===== src/rtl/lnpi_pkg.sv =====
// Shared types, constants and codes for the line-number program interpreter.
// Used by lnpi_front, lnpi_cmd_queue, lnpi_back and the top level.
package lnpi_pkg;

  localparam int DEF_TABLE_ENTRIES = 16;
  localparam int DEF_COUNT_BITS    = 4;
  localparam int DEF_ADDRESS_BYTES = 8;
  localparam int CMDQ_DEPTH        = 4;

  // Configuration register indexes
  localparam logic [2:0] REG_OPCODE_BASE     = 3'd0;
  localparam logic [2:0] REG_LINE_BASE       = 3'd1;
  localparam logic [2:0] REG_LINE_RANGE      = 3'd2;
  localparam logic [2:0] REG_MIN_INST_LENGTH = 3'd3;
  localparam logic [2:0] REG_DEFAULT_IS_STMT = 3'd4;
  localparam logic [2:0] REG_ARG_COUNT_TABLE = 3'd5;

  // Configuration reset values
  localparam logic [4:0]  RST_OPCODE_BASE     = 5'd13;
  localparam logic [7:0]  RST_LINE_BASE       = 8'hFB;
  localparam logic [7:0]  RST_LINE_RANGE      = 8'd14;
  localparam logic [7:0]  RST_MIN_INST_LENGTH = 8'd1;
  localparam logic        RST_DEFAULT_IS_STMT = 1'b1;
  localparam logic [63:0] RST_ARG_COUNT_TABLE = 64'd17596481081616;

  // Standard opcodes
  localparam logic [7:0] OP_EXTENDED      = 8'd0;
  localparam logic [7:0] OP_COPY          = 8'd1;
  localparam logic [7:0] OP_ADVANCE_PC    = 8'd2;
  localparam logic [7:0] OP_ADVANCE_LINE  = 8'd3;
  localparam logic [7:0] OP_SET_FILE      = 8'd4;
  localparam logic [7:0] OP_SET_COLUMN    = 8'd5;
  localparam logic [7:0] OP_NEGATE_STMT   = 8'd6;
  localparam logic [7:0] OP_BASIC_BLOCK   = 8'd7;
  localparam logic [7:0] OP_CONST_ADD_PC  = 8'd8;
  localparam logic [7:0] OP_FIXED_ADV_PC  = 8'd9;
  localparam logic [7:0] OP_PROLOGUE_END  = 8'd10;
  localparam logic [7:0] OP_EPILOGUE_BEG  = 8'd11;
  localparam logic [7:0] OP_SET_ISA       = 8'd12;

  // Extended sub-opcodes
  localparam logic [7:0] EXT_END_SEQUENCE  = 8'd1;
  localparam logic [7:0] EXT_SET_ADDRESS   = 8'd2;
  localparam logic [7:0] EXT_DISCRIMINATOR = 8'd4;

  localparam logic [7:0] SPECIAL_LIMIT = 8'd255;

  typedef enum logic [2:0] {
    PH_IDLE, PH_FIX_LO, PH_FIX_HI, PH_STD_ARG, PH_EXT_LEN, PH_EXT_OP, PH_EXT_ARG
  } phase_t;

  typedef enum logic [1:0] {
    B_IDLE, B_DIV, B_MUL, B_EXEC
  } back_state_t;

  typedef enum logic [2:0] {
    CMD_NOP, CMD_SPECIAL, CMD_STD, CMD_FIX, CMD_EXT
  } cmd_kind_t;

  typedef struct packed {
    logic        init;   // reinitialize rows before the action
    cmd_kind_t   kind;
    logic [7:0]  op;
    logic        first;  // apply first operand of a standard opcode
    logic        final_; // apply closing action of a standard opcode
    logic [63:0] val;
  } cmd_t;

  typedef struct packed {
    logic [4:0]        opcode_base;
    logic signed [7:0] line_floor;
    logic [7:0]        line_span;
    logic [7:0]        min_inst_length;
    logic              stmt_init;
    logic [63:0]       arg_count_table;
  } cfg_t;

  typedef struct packed {
    logic [63:0] address;
    logic [31:0] file;
    logic [31:0] line;
    logic [31:0] column;
    logic        is_stmt;
    logic        block_start;
    logic        seq_end;
    logic        pro_end;
    logic        epi_start;
    logic [31:0] isa;
    logic [31:0] discriminator;
  } row_t;

endpackage


===== src/rtl/lnpi_front.sv =====
// Front end: byte parser that decodes opcodes and operands into commands.
// Depends on lnpi_pkg.
module lnpi_front #(
  parameter int TABLE_ENTRIES = lnpi_pkg::DEF_TABLE_ENTRIES,
  parameter int COUNT_BITS    = lnpi_pkg::DEF_COUNT_BITS,
  parameter int ADDRESS_BYTES = lnpi_pkg::DEF_ADDRESS_BYTES
) (
  input  logic            clk,
  input  logic            rst,
  input  logic            take,
  input  logic [7:0]      data_byte,
  input  logic            new_program,
  input  lnpi_pkg::cfg_t  cfg,
  output logic            cmd_valid,
  output lnpi_pkg::cmd_t  cmd
);
  import lnpi_pkg::*;

  localparam int ADDR_BITS = ADDRESS_BYTES * 8;

  phase_t      phase, phase_next, ph_e;
  logic [7:0]  op, op_next;
  logic [63:0] acc, acc_next;
  logic [6:0]  shift, shift_next;
  logic [31:0] left, left_next;
  logic        first, first_next;

  logic [63:0] leb_acc, leb_sx, ext_n;
  logic [6:0]  leb_shift;
  logic        leb_end, special;
  logic [7:0]  idx;
  logic [COUNT_BITS-1:0] cnt;

  assign ph_e      = new_program ? PH_IDLE : phase;
  assign special   = data_byte >= {3'b0, cfg.opcode_base};
  assign leb_acc   = shift[6] ? acc : acc | ({57'b0, data_byte[6:0]} << shift[5:0]);
  assign leb_shift = shift[6] ? shift : shift + 7'd7;
  assign leb_end   = !data_byte[7];
  assign leb_sx    = (data_byte[6] && !leb_shift[6]) ?
                     leb_acc | (~64'b0 << leb_shift[5:0]) : leb_acc;
  assign ext_n     = leb_acc - 64'd1;
  assign idx       = data_byte - 8'd1;

  // Operand count lookup
  always_comb begin
    cnt = '0;
    for (int k = 0; k < TABLE_ENTRIES; k++) begin
      if (k * COUNT_BITS < 64 && idx == 8'(k) && data_byte != 8'd0)
        cnt = cfg.arg_count_table[k*COUNT_BITS +: COUNT_BITS];
    end
  end

  // Next state of the parser; new_program only counts with an accepted byte
  always_comb begin
    phase_next = phase;
    op_next    = op;
    acc_next   = acc;
    shift_next = shift;
    left_next  = left;
    first_next = first;
    if (take) begin
      phase_next = ph_e;
      unique case (ph_e)
        PH_IDLE: begin
          if (!special) begin
            op_next    = data_byte;
            acc_next   = '0;
            shift_next = '0;
            if (data_byte == OP_EXTENDED) begin
              phase_next = PH_EXT_LEN;
            end else if (data_byte == OP_FIXED_ADV_PC) begin
              phase_next = PH_FIX_LO;
            end else if (cnt != '0) begin
              left_next  = 32'(cnt);
              first_next = 1'b1;
              phase_next = PH_STD_ARG;
            end
          end
        end
        PH_FIX_LO: begin
          acc_next   = {56'b0, data_byte};
          phase_next = PH_FIX_HI;
        end
        PH_FIX_HI: phase_next = PH_IDLE;
        PH_STD_ARG: begin
          if (!leb_end) begin
            acc_next   = leb_acc;
            shift_next = leb_shift;
          end else begin
            first_next = 1'b0;
            acc_next   = '0;
            shift_next = '0;
            left_next  = left - 32'd1;
            if (left == 32'd1) phase_next = PH_IDLE;
          end
        end
        PH_EXT_LEN: begin
          if (!leb_end) begin
            acc_next   = leb_acc;
            shift_next = leb_shift;
          end else begin
            acc_next   = '0;
            shift_next = '0;
            if (leb_acc == 64'd0) begin
              phase_next = PH_IDLE;
            end else begin
              left_next  = (|ext_n[63:32]) ? 32'hFFFF_FFFF : ext_n[31:0];
              phase_next = PH_EXT_OP;
            end
          end
        end
        PH_EXT_OP: begin
          op_next    = data_byte;
          acc_next   = '0;
          shift_next = '0;
          first_next = 1'b1;
          phase_next = (left == 32'd0) ? PH_IDLE : PH_EXT_ARG;
        end
        PH_EXT_ARG: begin
          if (op == EXT_SET_ADDRESS) begin
            if (shift < 7'(ADDR_BITS) && !shift[6]) begin
              acc_next   = acc | ({56'b0, data_byte} << shift[5:0]);
              shift_next = shift + 7'd8;
            end
          end else if (op == EXT_DISCRIMINATOR && first) begin
            acc_next   = leb_acc;
            shift_next = leb_shift;
            if (leb_end) first_next = 1'b0;
          end
          left_next = left - 32'd1;
          if (left == 32'd1) phase_next = PH_IDLE;
        end
        default: begin
          phase_next = PH_IDLE;
          acc_next   = '0;
          shift_next = '0;
        end
      endcase
    end
  end

  // Command output
  always_comb begin
    cmd      = '0;
    cmd.kind = CMD_NOP;
    cmd.init = new_program;
    unique case (ph_e)
      PH_IDLE: begin
        if (special) begin
          cmd.kind = CMD_SPECIAL;
          cmd.val  = {56'b0, data_byte - {3'b0, cfg.opcode_base}};
        end else if (data_byte != OP_EXTENDED && data_byte != OP_FIXED_ADV_PC &&
                     cnt == '0) begin
          cmd.kind   = CMD_STD;
          cmd.op     = data_byte;
          cmd.final_ = 1'b1;
        end
      end
      PH_FIX_HI: begin
        cmd.kind = CMD_FIX;
        cmd.val  = {48'b0, data_byte, acc[7:0]};
      end
      PH_STD_ARG: begin
        if (leb_end && (first || left == 32'd1)) begin
          cmd.kind   = CMD_STD;
          cmd.op     = op;
          cmd.first  = first;
          cmd.val    = leb_sx;
          cmd.final_ = (left == 32'd1);
        end
      end
      PH_EXT_OP: begin
        if (left == 32'd0) begin
          cmd.kind = CMD_EXT;
          cmd.op   = data_byte;
        end
      end
      PH_EXT_ARG: begin
        if (left == 32'd1) begin
          cmd.kind = CMD_EXT;
          cmd.op   = op;
          cmd.val  = acc_next;
        end
      end
      default: cmd.kind = CMD_NOP;
    endcase
    cmd_valid = take && (new_program || cmd.kind != CMD_NOP);
  end

  always_ff @(posedge clk) begin
    if (rst) begin
      phase <= PH_IDLE;
      op    <= '0;
      acc   <= '0;
      shift <= '0;
      left  <= '0;
      first <= 1'b0;
    end else begin
      phase <= phase_next;
      op    <= op_next;
      acc   <= acc_next;
      shift <= shift_next;
      left  <= left_next;
      first <= first_next;
    end
  end

endmodule


===== src/rtl/lnpi_cmd_queue.sv =====
// Short command queue between the parser and the row engine.
// Depends on lnpi_pkg.
module lnpi_cmd_queue (
  input  logic           clk,
  input  logic           rst,
  input  logic           wr_valid,
  input  lnpi_pkg::cmd_t wr_cmd,
  input  logic           rd_en,
  output lnpi_pkg::cmd_t rd_cmd,
  output logic           empty,
  output logic           full
);
  import lnpi_pkg::*;

  localparam int PW = $clog2(CMDQ_DEPTH);
  localparam int CW = $clog2(CMDQ_DEPTH + 1);

  cmd_t          slots [CMDQ_DEPTH];
  logic [PW-1:0] wr_ptr, rd_ptr;
  logic [CW-1:0] count;
  logic          do_wr, do_rd;

  assign empty  = (count == '0);
  assign full   = (count == CW'(CMDQ_DEPTH));
  assign do_wr  = wr_valid && !full;
  assign do_rd  = rd_en && !empty;
  assign rd_cmd = slots[rd_ptr];

  always_ff @(posedge clk) begin
    if (do_wr) slots[wr_ptr] <= wr_cmd;
  end

  always_ff @(posedge clk) begin
    if (rst) begin
      wr_ptr <= '0;
      rd_ptr <= '0;
      count  <= '0;
    end else begin
      if (do_wr) wr_ptr <= (wr_ptr == PW'(CMDQ_DEPTH - 1)) ? '0 : wr_ptr + 1'b1;
      if (do_rd) rd_ptr <= (rd_ptr == PW'(CMDQ_DEPTH - 1)) ? '0 : rd_ptr + 1'b1;
      if (do_wr && !do_rd)      count <= count + 1'b1;
      else if (do_rd && !do_wr) count <= count - 1'b1;
    end
  end

endmodule


===== src/rtl/lnpi_back.sv =====
// Back end: row engine with serial divider, address multiplier and row output register.
// Depends on lnpi_pkg.
module lnpi_back (
  input  logic           clk,
  input  logic           rst,
  input  lnpi_pkg::cfg_t cfg,
  input  logic           q_empty,
  input  lnpi_pkg::cmd_t q_cmd,
  output logic           q_pop,
  output lnpi_pkg::row_t out_row,
  output logic           out_valid,
  input  logic           out_pop
);
  import lnpi_pkg::*;

  back_state_t state, state_next;
  cmd_t        cur;
  row_t        row, row_n, row_after, init_row;
  logic [7:0]  div_r, div_q, dv, div_r_n, div_q_n;
  logic [8:0]  trial;
  logic [2:0]  div_cnt;
  logic [63:0] prod, mul_a;
  logic [71:0] mprod;
  logic        emit, can_emit, needs_div, needs_mul;

  assign can_emit  = !out_valid || out_pop;
  assign dv        = (cfg.line_span == 8'd0) ? 8'd1 : cfg.line_span;
  assign trial     = {div_r, div_q[7]};
  assign div_r_n   = (trial >= {1'b0, dv}) ? 8'(trial - {1'b0, dv}) : trial[7:0];
  assign div_q_n   = {div_q[6:0], trial >= {1'b0, dv}};
  assign mul_a     = (cur.kind == CMD_STD && cur.first && cur.op == OP_ADVANCE_PC) ?
                     cur.val : {56'b0, div_q};
  assign mprod     = mul_a * cfg.min_inst_length;
  assign needs_div = q_cmd.kind == CMD_SPECIAL ||
                     (q_cmd.kind == CMD_STD && q_cmd.final_ && q_cmd.op == OP_CONST_ADD_PC);
  assign needs_mul = q_cmd.kind == CMD_STD && q_cmd.first && q_cmd.op == OP_ADVANCE_PC;
  assign q_pop     = (state == B_IDLE) && !q_empty;

  always_comb begin
    init_row         = '0;
    init_row.file    = 32'd1;
    init_row.line    = 32'd1;
    init_row.is_stmt = cfg.stmt_init;
  end

  // Row update for the command in hand
  always_comb begin
    row_n = row;
    emit  = 1'b0;
    case (cur.kind)
      CMD_SPECIAL: begin
        row_n.line    = row.line + 32'(cfg.line_floor) + {24'b0, div_r};
        row_n.address = row.address + prod;
        emit          = 1'b1;
      end
      CMD_STD: begin
        if (cur.first) begin
          case (cur.op)
            OP_ADVANCE_PC:   row_n.address = row.address + prod;
            OP_ADVANCE_LINE: row_n.line    = row.line + cur.val[31:0];
            OP_SET_FILE:     row_n.file    = cur.val[31:0];
            OP_SET_COLUMN:   row_n.column  = cur.val[31:0];
            OP_SET_ISA:      row_n.isa     = cur.val[31:0];
            default: ;
          endcase
        end
        if (cur.final_) begin
          case (cur.op)
            OP_COPY:         emit              = 1'b1;
            OP_NEGATE_STMT:  row_n.is_stmt     = !row.is_stmt;
            OP_BASIC_BLOCK:  row_n.block_start = 1'b1;
            OP_CONST_ADD_PC: row_n.address     = row.address + prod;
            OP_PROLOGUE_END: row_n.pro_end     = 1'b1;
            OP_EPILOGUE_BEG: row_n.epi_start   = 1'b1;
            default: ;
          endcase
        end
      end
      CMD_FIX: row_n.address = row.address + {48'b0, cur.val[15:0]};
      CMD_EXT: begin
        case (cur.op)
          EXT_END_SEQUENCE: begin
            row_n.seq_end = 1'b1;
            emit          = 1'b1;
          end
          EXT_SET_ADDRESS:   row_n.address       = cur.val;
          EXT_DISCRIMINATOR: row_n.discriminator = cur.val[31:0];
          default: ;
        endcase
      end
      default: ;
    endcase
    row_after = row_n;
    if (emit) begin
      if (cur.kind == CMD_EXT) begin
        row_after = init_row;
      end else begin
        row_after.block_start   = 1'b0;
        row_after.pro_end       = 1'b0;
        row_after.epi_start     = 1'b0;
        row_after.discriminator = '0;
      end
    end
  end

  // Next state
  always_comb begin
    state_next = state;
    unique case (state)
      B_IDLE: begin
        if (!q_empty) state_next = needs_div ? B_DIV : (needs_mul ? B_MUL : B_EXEC);
      end
      B_DIV:  if (div_cnt == 3'd7) state_next = B_MUL;
      B_MUL:  state_next = B_EXEC;
      B_EXEC: if (!emit || can_emit) state_next = B_IDLE;
      default: state_next = B_IDLE;
    endcase
  end

  always_ff @(posedge clk) begin
    if (rst) begin
      state     <= B_IDLE;
      out_valid <= 1'b0;
      row       <= init_row;
    end else begin
      state <= state_next;
      if (state == B_IDLE && !q_empty && q_cmd.init) row <= init_row;
      if (state == B_EXEC && (!emit || can_emit)) row <= row_after;
      if (state == B_EXEC && emit && can_emit) out_valid <= 1'b1;
      else if (out_pop) out_valid <= 1'b0;
    end
  end

  always_ff @(posedge clk) begin
    if (state == B_IDLE && !q_empty) begin
      cur     <= q_cmd;
      div_r   <= '0;
      div_q   <= (q_cmd.kind == CMD_SPECIAL) ? q_cmd.val[7:0]
                                            : SPECIAL_LIMIT - {3'b0, cfg.opcode_base};
      div_cnt <= '0;
    end
    if (state == B_DIV) begin
      div_r   <= div_r_n;
      div_q   <= div_q_n;
      div_cnt <= div_cnt + 3'd1;
    end
    if (state == B_MUL) prod <= mprod[63:0];
    if (state == B_EXEC && emit && can_emit) out_row <= row_n;
  end

endmodule


===== src/rtl/line_number_program_interpreter_unit.sv =====
// Top level of the line-number program interpreter: configuration registers,
// byte parser, command queue and row engine. Depends on lnpi_pkg and the lnpi_* modules.
//
//   channel   direction  handshake               payload
//   bytes     in         push / full             data_byte, new_program
//   rows      out        empty / pop             row_* (11 fields)
//   config    in         wr_en (no back-pressure) wr_index, wr_data
//
// The parser takes one byte per cycle while the command queue has room.
// A row engine command passes the pop and execute states; a special opcode or
// const_add_pc also passes the 8-step serial divider by line_range and then the
// address multiply, and advance_pc passes the address multiply alone.
// Reset (rst, synchronous) loads the configuration defaults, clears parser and
// queue state, loads the row registers with initial values and clears out_valid.
// Stalls: full rises when the command queue is full; the engine holds a row
// until the output register is free, so pop back-pressure reaches the input.
module line_number_program_interpreter_unit #(
  parameter int TABLE_ENTRIES = lnpi_pkg::DEF_TABLE_ENTRIES,
  parameter int COUNT_BITS    = lnpi_pkg::DEF_COUNT_BITS,
  parameter int ADDRESS_BYTES = lnpi_pkg::DEF_ADDRESS_BYTES
) (
  input  logic        clk,
  input  logic        rst,
  // byte transactions
  input  logic        push,
  output logic        full,
  input  logic [7:0]  data_byte,
  input  logic        new_program,
  // row transactions
  output logic        empty,
  input  logic        pop,
  output logic [63:0] row_address,
  output logic [31:0] row_file,
  output logic [31:0] row_line,
  output logic [31:0] row_column,
  output logic        row_is_stmt,
  output logic        row_basic_block,
  output logic        row_end_sequence,
  output logic        row_prologue_end,
  output logic        row_epilogue_begin,
  output logic [31:0] row_isa,
  output logic [31:0] row_discriminator,
  // configuration writes
  input  logic        wr_en,
  input  logic [2:0]  wr_index,
  input  logic [63:0] wr_data
);
  import lnpi_pkg::*;

  cfg_t cfg;
  cmd_t f_cmd, q_cmd;
  row_t out_row;
  logic take, f_valid, q_empty, q_full, q_pop, out_valid, out_pop;

  // Hold a byte back while the queue has no room for its command
  assign full    = q_full;
  assign take    = push && !q_full;
  assign empty   = !out_valid;
  assign out_pop = pop && out_valid;

  assign row_address        = out_row.address;
  assign row_file           = out_row.file;
  assign row_line           = out_row.line;
  assign row_column         = out_row.column;
  assign row_is_stmt        = out_row.is_stmt;
  assign row_basic_block    = out_row.block_start;
  assign row_end_sequence   = out_row.seq_end;
  assign row_prologue_end   = out_row.pro_end;
  assign row_epilogue_begin = out_row.epi_start;
  assign row_isa            = out_row.isa;
  assign row_discriminator  = out_row.discriminator;

  // Configuration registers; writes beyond the list are dropped
  always_ff @(posedge clk) begin
    if (rst) begin
      cfg.opcode_base     <= RST_OPCODE_BASE;
      cfg.line_floor      <= RST_LINE_BASE;
      cfg.line_span       <= RST_LINE_RANGE;
      cfg.min_inst_length <= RST_MIN_INST_LENGTH;
      cfg.stmt_init       <= RST_DEFAULT_IS_STMT;
      cfg.arg_count_table <= RST_ARG_COUNT_TABLE;
    end else if (wr_en) begin
      unique case (wr_index)
        REG_OPCODE_BASE:     cfg.opcode_base     <= wr_data[4:0];
        REG_LINE_BASE:       cfg.line_floor      <= wr_data[7:0];
        REG_LINE_RANGE:      cfg.line_span       <= wr_data[7:0];
        REG_MIN_INST_LENGTH: cfg.min_inst_length <= wr_data[7:0];
        REG_DEFAULT_IS_STMT: cfg.stmt_init       <= wr_data[0];
        REG_ARG_COUNT_TABLE: cfg.arg_count_table <= wr_data;
        default: ;
      endcase
    end
  end

  lnpi_front #(
    .TABLE_ENTRIES (TABLE_ENTRIES),
    .COUNT_BITS    (COUNT_BITS),
    .ADDRESS_BYTES (ADDRESS_BYTES)
  ) u_front (
    .clk         (clk),
    .rst         (rst),
    .take        (take),
    .data_byte   (data_byte),
    .new_program (new_program),
    .cfg         (cfg),
    .cmd_valid   (f_valid),
    .cmd         (f_cmd)
  );

  lnpi_cmd_queue u_queue (
    .clk      (clk),
    .rst      (rst),
    .wr_valid (f_valid),
    .wr_cmd   (f_cmd),
    .rd_en    (q_pop),
    .rd_cmd   (q_cmd),
    .empty    (q_empty),
    .full     (q_full)
  );

  lnpi_back u_back (
    .clk       (clk),
    .rst       (rst),
    .cfg       (cfg),
    .q_empty   (q_empty),
    .q_cmd     (q_cmd),
    .q_pop     (q_pop),
    .out_row   (out_row),
    .out_valid (out_valid),
    .out_pop   (out_pop)
  );

endmodule

===== config.mk =====
export PLATFORM = sky130hd
export DESIGN_NAME = line_number_program_interpreter_unit
export DESIGN_NICKNAME = d
export VERILOG_FILES = /design/src/rtl/lnpi_pkg.sv /design/src/rtl/lnpi_front.sv /design/src/rtl/lnpi_cmd_queue.sv /design/src/rtl/lnpi_back.sv /design/src/rtl/line_number_program_interpreter_unit.sv
export SDC_FILE = /design/constraint.sdc
export NUM_CORES = 2
export LEC_CHECK = 0
export ABC_AREA = 1
export BUFFER_PORTS_ARGS = -buffer_cell sky130_fd_sc_hd__buf_2
export CAP_MARGIN = 25
export CORE_AREA = 2 2 514 312
export CTS_CLUSTER_SIZE = 25
export DETAILED_ROUTE_END_ITERATION = 10
export DIE_AREA = 0 0 516 314
export GPL_ROUTABILITY_DRIVEN = 1
export MAX_ROUTING_LAYER = met4
export PLACE_DENSITY = 0.76
export SYNTH_ARGS = -nofsm -noshare
export SYNTH_HDL_FRONTEND = slang
export SYNTH_SLANG_ARGS = --single-unit

===== constraint.sdc =====
create_clock -name clk -period 27.3 [get_ports clk]
set_input_delay 5.46 -clock clk [delete_from_list [all_inputs] [get_ports clk]]
set_output_delay 5.46 -clock clk [all_outputs]
set_load 0.03 [all_outputs]

### After elaboration in Yosys (flattened, before gate mapping)

Memory sizes are Yosys's and may differ from the RTL's. A register that Yosys moved wholly into a read port is not among the register bits.
Cells that the tools add are included.

* flip-flop bits (word level): 837
* bits in latches: 0
* bits in writable memories: 312
* ROM bits: 0
* bits of input ports: 81
* memories kept: 1

Memories
* u_queue.slots: depth 4, width 78, rd ports 1, clocked after Yosys merged registers in 1, write ports 1, RTL line lnpi_cmd_queue.sv:18 `cmd_t slots [CMDQ_DEPTH];`

* add/subtract/negate cells: 18
* multipliers: 1
* divide/modulo/power cells: 0
* magnitude comparators: 3
* equality and inequality tests: 71
* shift-type cells: 3
* mux-type cells: 138
* bitwise operators: 4
* reductions and logical operators: 90

Operators by type and width (number)
* 64-bit 2-to-1 mux: 14
* 229-bit 2-to-1 mux: 3
* 32-bit 2-to-1 mux: 17
* 64-bit one-hot mux with 4 select lines: 2
* 64-bit one-hot mux with 5 select lines: 1
* 64-bit bitwise OR: 3
* 161-bit 2-to-1 mux: 1
* 160-bit 2-to-1 mux: 1
* 32-bit one-hot mux with 4 select lines: 1
* 8-bit by 4-bit equality test with 1-bit output, second input constant: 14
* 8-bit 2-to-1 mux: 10
* 76-bit 2-to-1 mux: 1
* 8-bit by 3-bit equality test with 1-bit output, second input constant: 9
* 69-bit 2-to-1 mux: 1
* 34-bit 2-to-1 mux: 2
* 32-bit adder: 2
* 64-bit by 16-bit adder with 64-bit output: 1
* 64-bit adder: 1
* 64-bit logical NOT: 1
* 64-bit by 8-bit multiplier with 64-bit output: 1
* 4-bit 2-to-1 mux: 16
* 32-bit one-hot mux with 2 select lines: 1
* 64-bit by 6-bit << shifter with 64-bit output, first input constant: 1
* 7-bit by 6-bit << shifter with 64-bit output: 1
* 64 further kinds: 223

### Logic depth before layout (Yosys ltp)

* depth after elaboration: 32
* gate-level depth with buffers: 36

### By module

Synthesis repeated with hierarchy kept, for this count alone.

* cells, all modules: 11155
* area total of the unflattened synthesis: 83116.0 um^2

By module, submodules not included
* lnpi_back: times used 1, cells each 6833, area an instance 51712.1 um^2, seq. area each 16335.7 um^2
* lnpi_front: times used 1, cells each 2929, area an instance 15461.1 um^2, seq. area each 2302.2 um^2
* lnpi_cmd_queue: times used 1, cells each 825, area an instance 12070.3 um^2, seq. area each 9549.2 um^2
* line_number_program_interpreter_unit: times used 1, cells each 568, area an instance 3872.5 um^2, seq. area each 1881.8 um^2

### Worst setup path after synthesis

No wires, ideal clock.

* path kind: input-to-reg
* start point: input pop
* end point: register u_back.out_row[0] (netlist name)
* library setup time: 828 ps
* arrival time: 15068 ps
* data required time: 26472 ps
* setup slack: 11404 ps
* stages: 2
* buffers on the path: 0
* path through: nor2_1 -> nor2_1

* word-level cells in the longest chain between the ends: 3

Ends and longest elaborated chain
* start, declared: RTL line line_number_program_interpreter_unit.sv:31 `input logic pop,`
* 1-bit logical AND: RTL line line_number_program_interpreter_unit.sv:59 `assign out_pop = pop && out_valid;`
* 1-bit logical OR: RTL line lnpi_back.sv:26 `assign can_emit = !out_valid || out_pop;`
* 1-bit logical AND: RTL line lnpi_back.sv:148 `if (state == B_EXEC && emit && can_emit) out_row <= row_n;`

Every way passes these cells.
A chain may end at the register's enable or synchronous reset.

### Final worst setup path

* start point: input data_byte[7]
* end point: memory u_queue.slots[0][46] (netlist name), enable pin

* word-level cells in the longest chain between the ends: 30

Ends and longest elaborated chain
* start, declared: RTL line line_number_program_interpreter_unit.sv:27 `input logic [7:0] data_byte,`
* 8-bit by 1-bit subtractor with 8-bit output: RTL line lnpi_front.sv:42 `assign idx = data_byte - 8'd1;`
* 8-bit logical NOT: RTL line lnpi_front.sv:48 `if (k * COUNT_BITS < 64 && idx == 8'(k) && data_byte != 8'd0)`
* 1-bit logical AND: RTL line lnpi_front.sv:48
* 4-bit 2-to-1 mux (16 in a row): RTL line lnpi_front.sv:48
* 4-bit logical NOT: RTL line lnpi_front.sv:153 `cnt == '0) begin`
* 1-bit logical AND: RTL line lnpi_front.sv:152 `end else if (data_byte != OP_EXTENDED && data_byte != OP_FIXED_ADV_PC &&`
* 10-bit 2-to-1 mux: RTL line lnpi_front.sv:152
* 3-bit 2-to-1 mux: RTL line lnpi_front.sv:149 `if (special) begin`
* 3-bit one-hot mux with 5 select lines *: RTL line lnpi_front.sv:147 `unique case (ph_e)`
* 3-bit nonzero test *: RTL line lnpi_front.sv:187 `cmd_valid = take && (new_program || cmd.kind != CMD_NOP);`
* 1-bit logical OR *: RTL line lnpi_front.sv:187
* 1-bit logical AND *: RTL line lnpi_front.sv:187
* 1-bit logical AND *: RTL line lnpi_cmd_queue.sv:25 `assign do_wr = wr_valid && !full;`
* 1-bit 2-to-1 mux *: RTL line lnpi_cmd_queue.sv:30 `if (do_wr) slots[wr_ptr] <= wr_cmd;`
* 1-bit 2-to-1 mux (implied by the code) *: RTL line lnpi_cmd_queue.sv:30
* end, declared: RTL line lnpi_cmd_queue.sv:18

Every way passes the cells marked *; elsewhere a longest branch is shown, timed or not.

==> flow_summary.yaml <==
status:
  outcome: "complete, no violations"
layout:
  regArea_um2: 30100
  fillCellCount: 14700
  final_cell_mix: "2015 x nand2_1, 1298 x inv_1, 1250 x nor2_1"
  final_nets: 10800
  drive_gt1_frac: 0.0798
  area_delta_synth_final_pct: 9.62
  layout_commonest_cell: "nand2_1"
  final_util: 0.544
  multi_input_area_um2: 41500
synth:
  synth-seq-area-share: 0.385
  synth_area_um2: 78100
  synth_cell_types: 67
  syn_nets: 10600
  async_flop_share: 0
  ys_ff_latch: 1151
  synthTopCellsByArea: "edfxtp_1 27%, dfxtp_1 12%, nand2_1 9.7%"
  syn_inst: 9913
  ys_warn_count: 0
  synth_edf_count: 702
  syn_area_per_cell_um2: 7.88
  synth.top_cell.area_share: 0.270
  ys.flop_type: "edfxtp_1"
  synth_largest_area_cell: "edfxtp_1"
setup_path:
  critPathLaunch: "data_byte[7]"
  r2r_end: "u_back.prod[63]"
  timing.rr.start: "u_back.cur[76]"
  critPathLaunchType: "primary input"
  path_max_fanout: 52
  critPathArrivalTime_ps: 10780
  worst_path_max_delay_cell: "buf_4"
  r2r_slack_ps: 17830
  path_class: "in2reg"
  crit_chain: "buf_2 -> inv_1 -> nand2_1 -> nor2_1 -> nand2_1 -> nand2_1 -> nand3_1 -> or2_0 -> nand2_1 -> nand3_1 -> nand2_1 -> nand4_1 -> nor2_1 -> nand4_1 -> nor2_1 -> nand4_1 -> nand3_1 -> nand2_1 -> nor2_4 -> buf_4"
  crit_path_end: "u_queue.slots[0][46]"
  crit_path_frequent_cell: "nand2_1"
  max_stage_delay_ps: 780
  ff2ff_path_depth: 30
  worstSetupEndpointType: "flop"
  critPathRequiredTime_ps: 27690
cts:
  clockRootBuffer: "clkbuf_16"
  cts_tree: "yes"
  htreeDepth: 3
  cts.reportedPaths.clkPinSlew_ps: 70
  ctsHoldBuffers: 0
  ctsResizeCount: 0
  post_cts_buffers: 0
  clockBufferDepth: 3
  clk_latency_ps: 820
  cts.sinks: 1151
  cts_made_buffers: 110
sta:
  fin_tns_setup_ps: 0
  min_period_over_period: 0.381
  tightest_slew_ps: 1260
  rsz0062_at_grt: "no"
  slew_headroom: 0.153
  hold_ws_ps: 435
  maxSlewViolCount: 0
  fmax_mhz: 96.2
  finalHoldViolCount: 0
  period_needed_ps: 10390
  clock_skew_ps: 67.6
  setup_viol: 0
  setup_slack_ps: 16910
routing:
  ant_nets: 0
  dr.first_iter.drc_count: 11200
  via_count: 75000
  dr.pass1.iters: 8
  via_per_inst: 6.10
  drc: 0
  post_drt_wl_per_cell_um: 26.2
  wl_um: 323000
floorplan:
  core.rowCount: 113
  dieArea_um2: 162000
  coreArea_um2: 157000
  start_util: 0.497
  top_level_ports: 312
  die_height_um: 314
  die_w_um: 516
placement:
  dpl_worst_slack_ps: 16240
  io_buffer_count: 311
  place_congestion: 1.07
  dp_hpwl_um: 247000
pwr:
  total_power_mw: 6.42
  peakVddDrop_mv: 0.0682
  cellPowerDensity_nw_per_um2: 75.0
  p_leak_nw: 34.7
global_routing:
  grt_max_degree: 166
  gr-total-overflow: 0
  grtUsageTotal: 0.402
  antenna_found_initial: 19
  grt_pass1_vias: 68300
  grt_pass1_wl_um: 467000
worst_hold_path:
  min_from: "u_back.row[66]"
  hold_class: "reg2reg"
job:
  max_cap_violations: 0
-- final cells by class --
cell class                      instances  area share
Tap cell                             2127      0.0311
Multi-Input combinational cell       7018       0.485
Timing Repair Buffer                  436      0.0304
Clock buffer                          142      0.0348
Clock inverter                         64     0.00784
Inverter                             1341      0.0590
Sequential cell                      1151       0.351
Antenna cell                           19    0.000556
-- flip-flops by register name, summed over array words and instances, names as in the netlist, named ones only --
name,cells
u_front.left,32
u_front.acc,64
cfg,94
u_back.prod,64
u_queue.count,3
u_front.shift,7
u_queue.wr_ptr,2
u_queue.rd_ptr,2
u_back.row,229
u_front.first,1
u_back.state,2
u_front.phase,3
u_back.cur,77
u_queue.slots,312
u_back.out_row,229
u_back.div_r,8
u_back.div_q,8
u_back.div_cnt,3
u_back.out_valid,1
u_front.op,8
-- cell families (layout without fill, tap and decap cells) --
| family | after synthesis | after routing | synth area share |
|---|---|---|---|
| XOR/XNOR | 164 | 164 | 0.0184 |
| AO/OA/AOI/OAI | 2189 | 2189 | 0.163 |
| flip-flops | 1151 | 1151 | 0.385 |
| adder cells (fa/ha/maj) | 630 | 630 | 0.136 |
| AND/OR/NAND/NOR | 4035 | 4035 | 0.212 |
| buffers and inverters | 1744 | 1983 | 0.0851 |
| other | 0 | 19 | 0 |
-- worst max-delay path, delay by kind of cell --
kind	cells	cell delay (ps)
buffers and inverters	3	1310
and+or+nand+nor	17	3920
-- synth_stat cells (all sizes together), types with 104 or more instances --
cell and number:
a21oi 598, nor2 1306, o21ai 911, dfxtp 449
clkbuf 335, xor2 104, o22ai 176, inv 1325
edfxtp 702, nand3 370, ha 266, nand2 2047
fa 364
-- routing by layer --
layer / global-route usage / vias up / wire [µm]
li1: - / 33400 / -
met1: 0.610 / 36200 / 145000
met2: 0.493 / 4902 / 120000
met3: 0.149 / 497 / 49600
met4: 0.0947 / 0 / 8000
met5: - / - / 0
-- per-stage QoR --
stage,std cells,cell area (µm²)
3_5_place_dp,12100,81800
5_1_grt,12300,85600
4_1_cts,12300,85400
2_1_floorplan,9913,78100
6_report,12300,85600
3_3_place_gp,12100,81700
-- how the worst min path moves through the flow --
| stage | to | slack [ps] | cells after the start |
|---|---|---|---|
| global placement | u_back.row[66] | 420 | 2 |
| detailed placement | u_back.row[66] | 420 | 2 |
| CTS | u_back.row[66] | 430 | 2 |
| global route | u_back.row[66] | 450 | 2 |
| floorplan | u_back.row[66] | 410 | 2 |
| finish | u_back.row[66] | 440 | 2 |
-- report_power, final --
part / total (mW) / switching, mW / internal (mW)
clock: 1.59 / 0.746 / 0.848
sequential: 2.39 / 0.241 / 2.15
combinational: 2.44 / 1.82 / 0.619
Note: power is estimated with default switching activity, not from simulation.
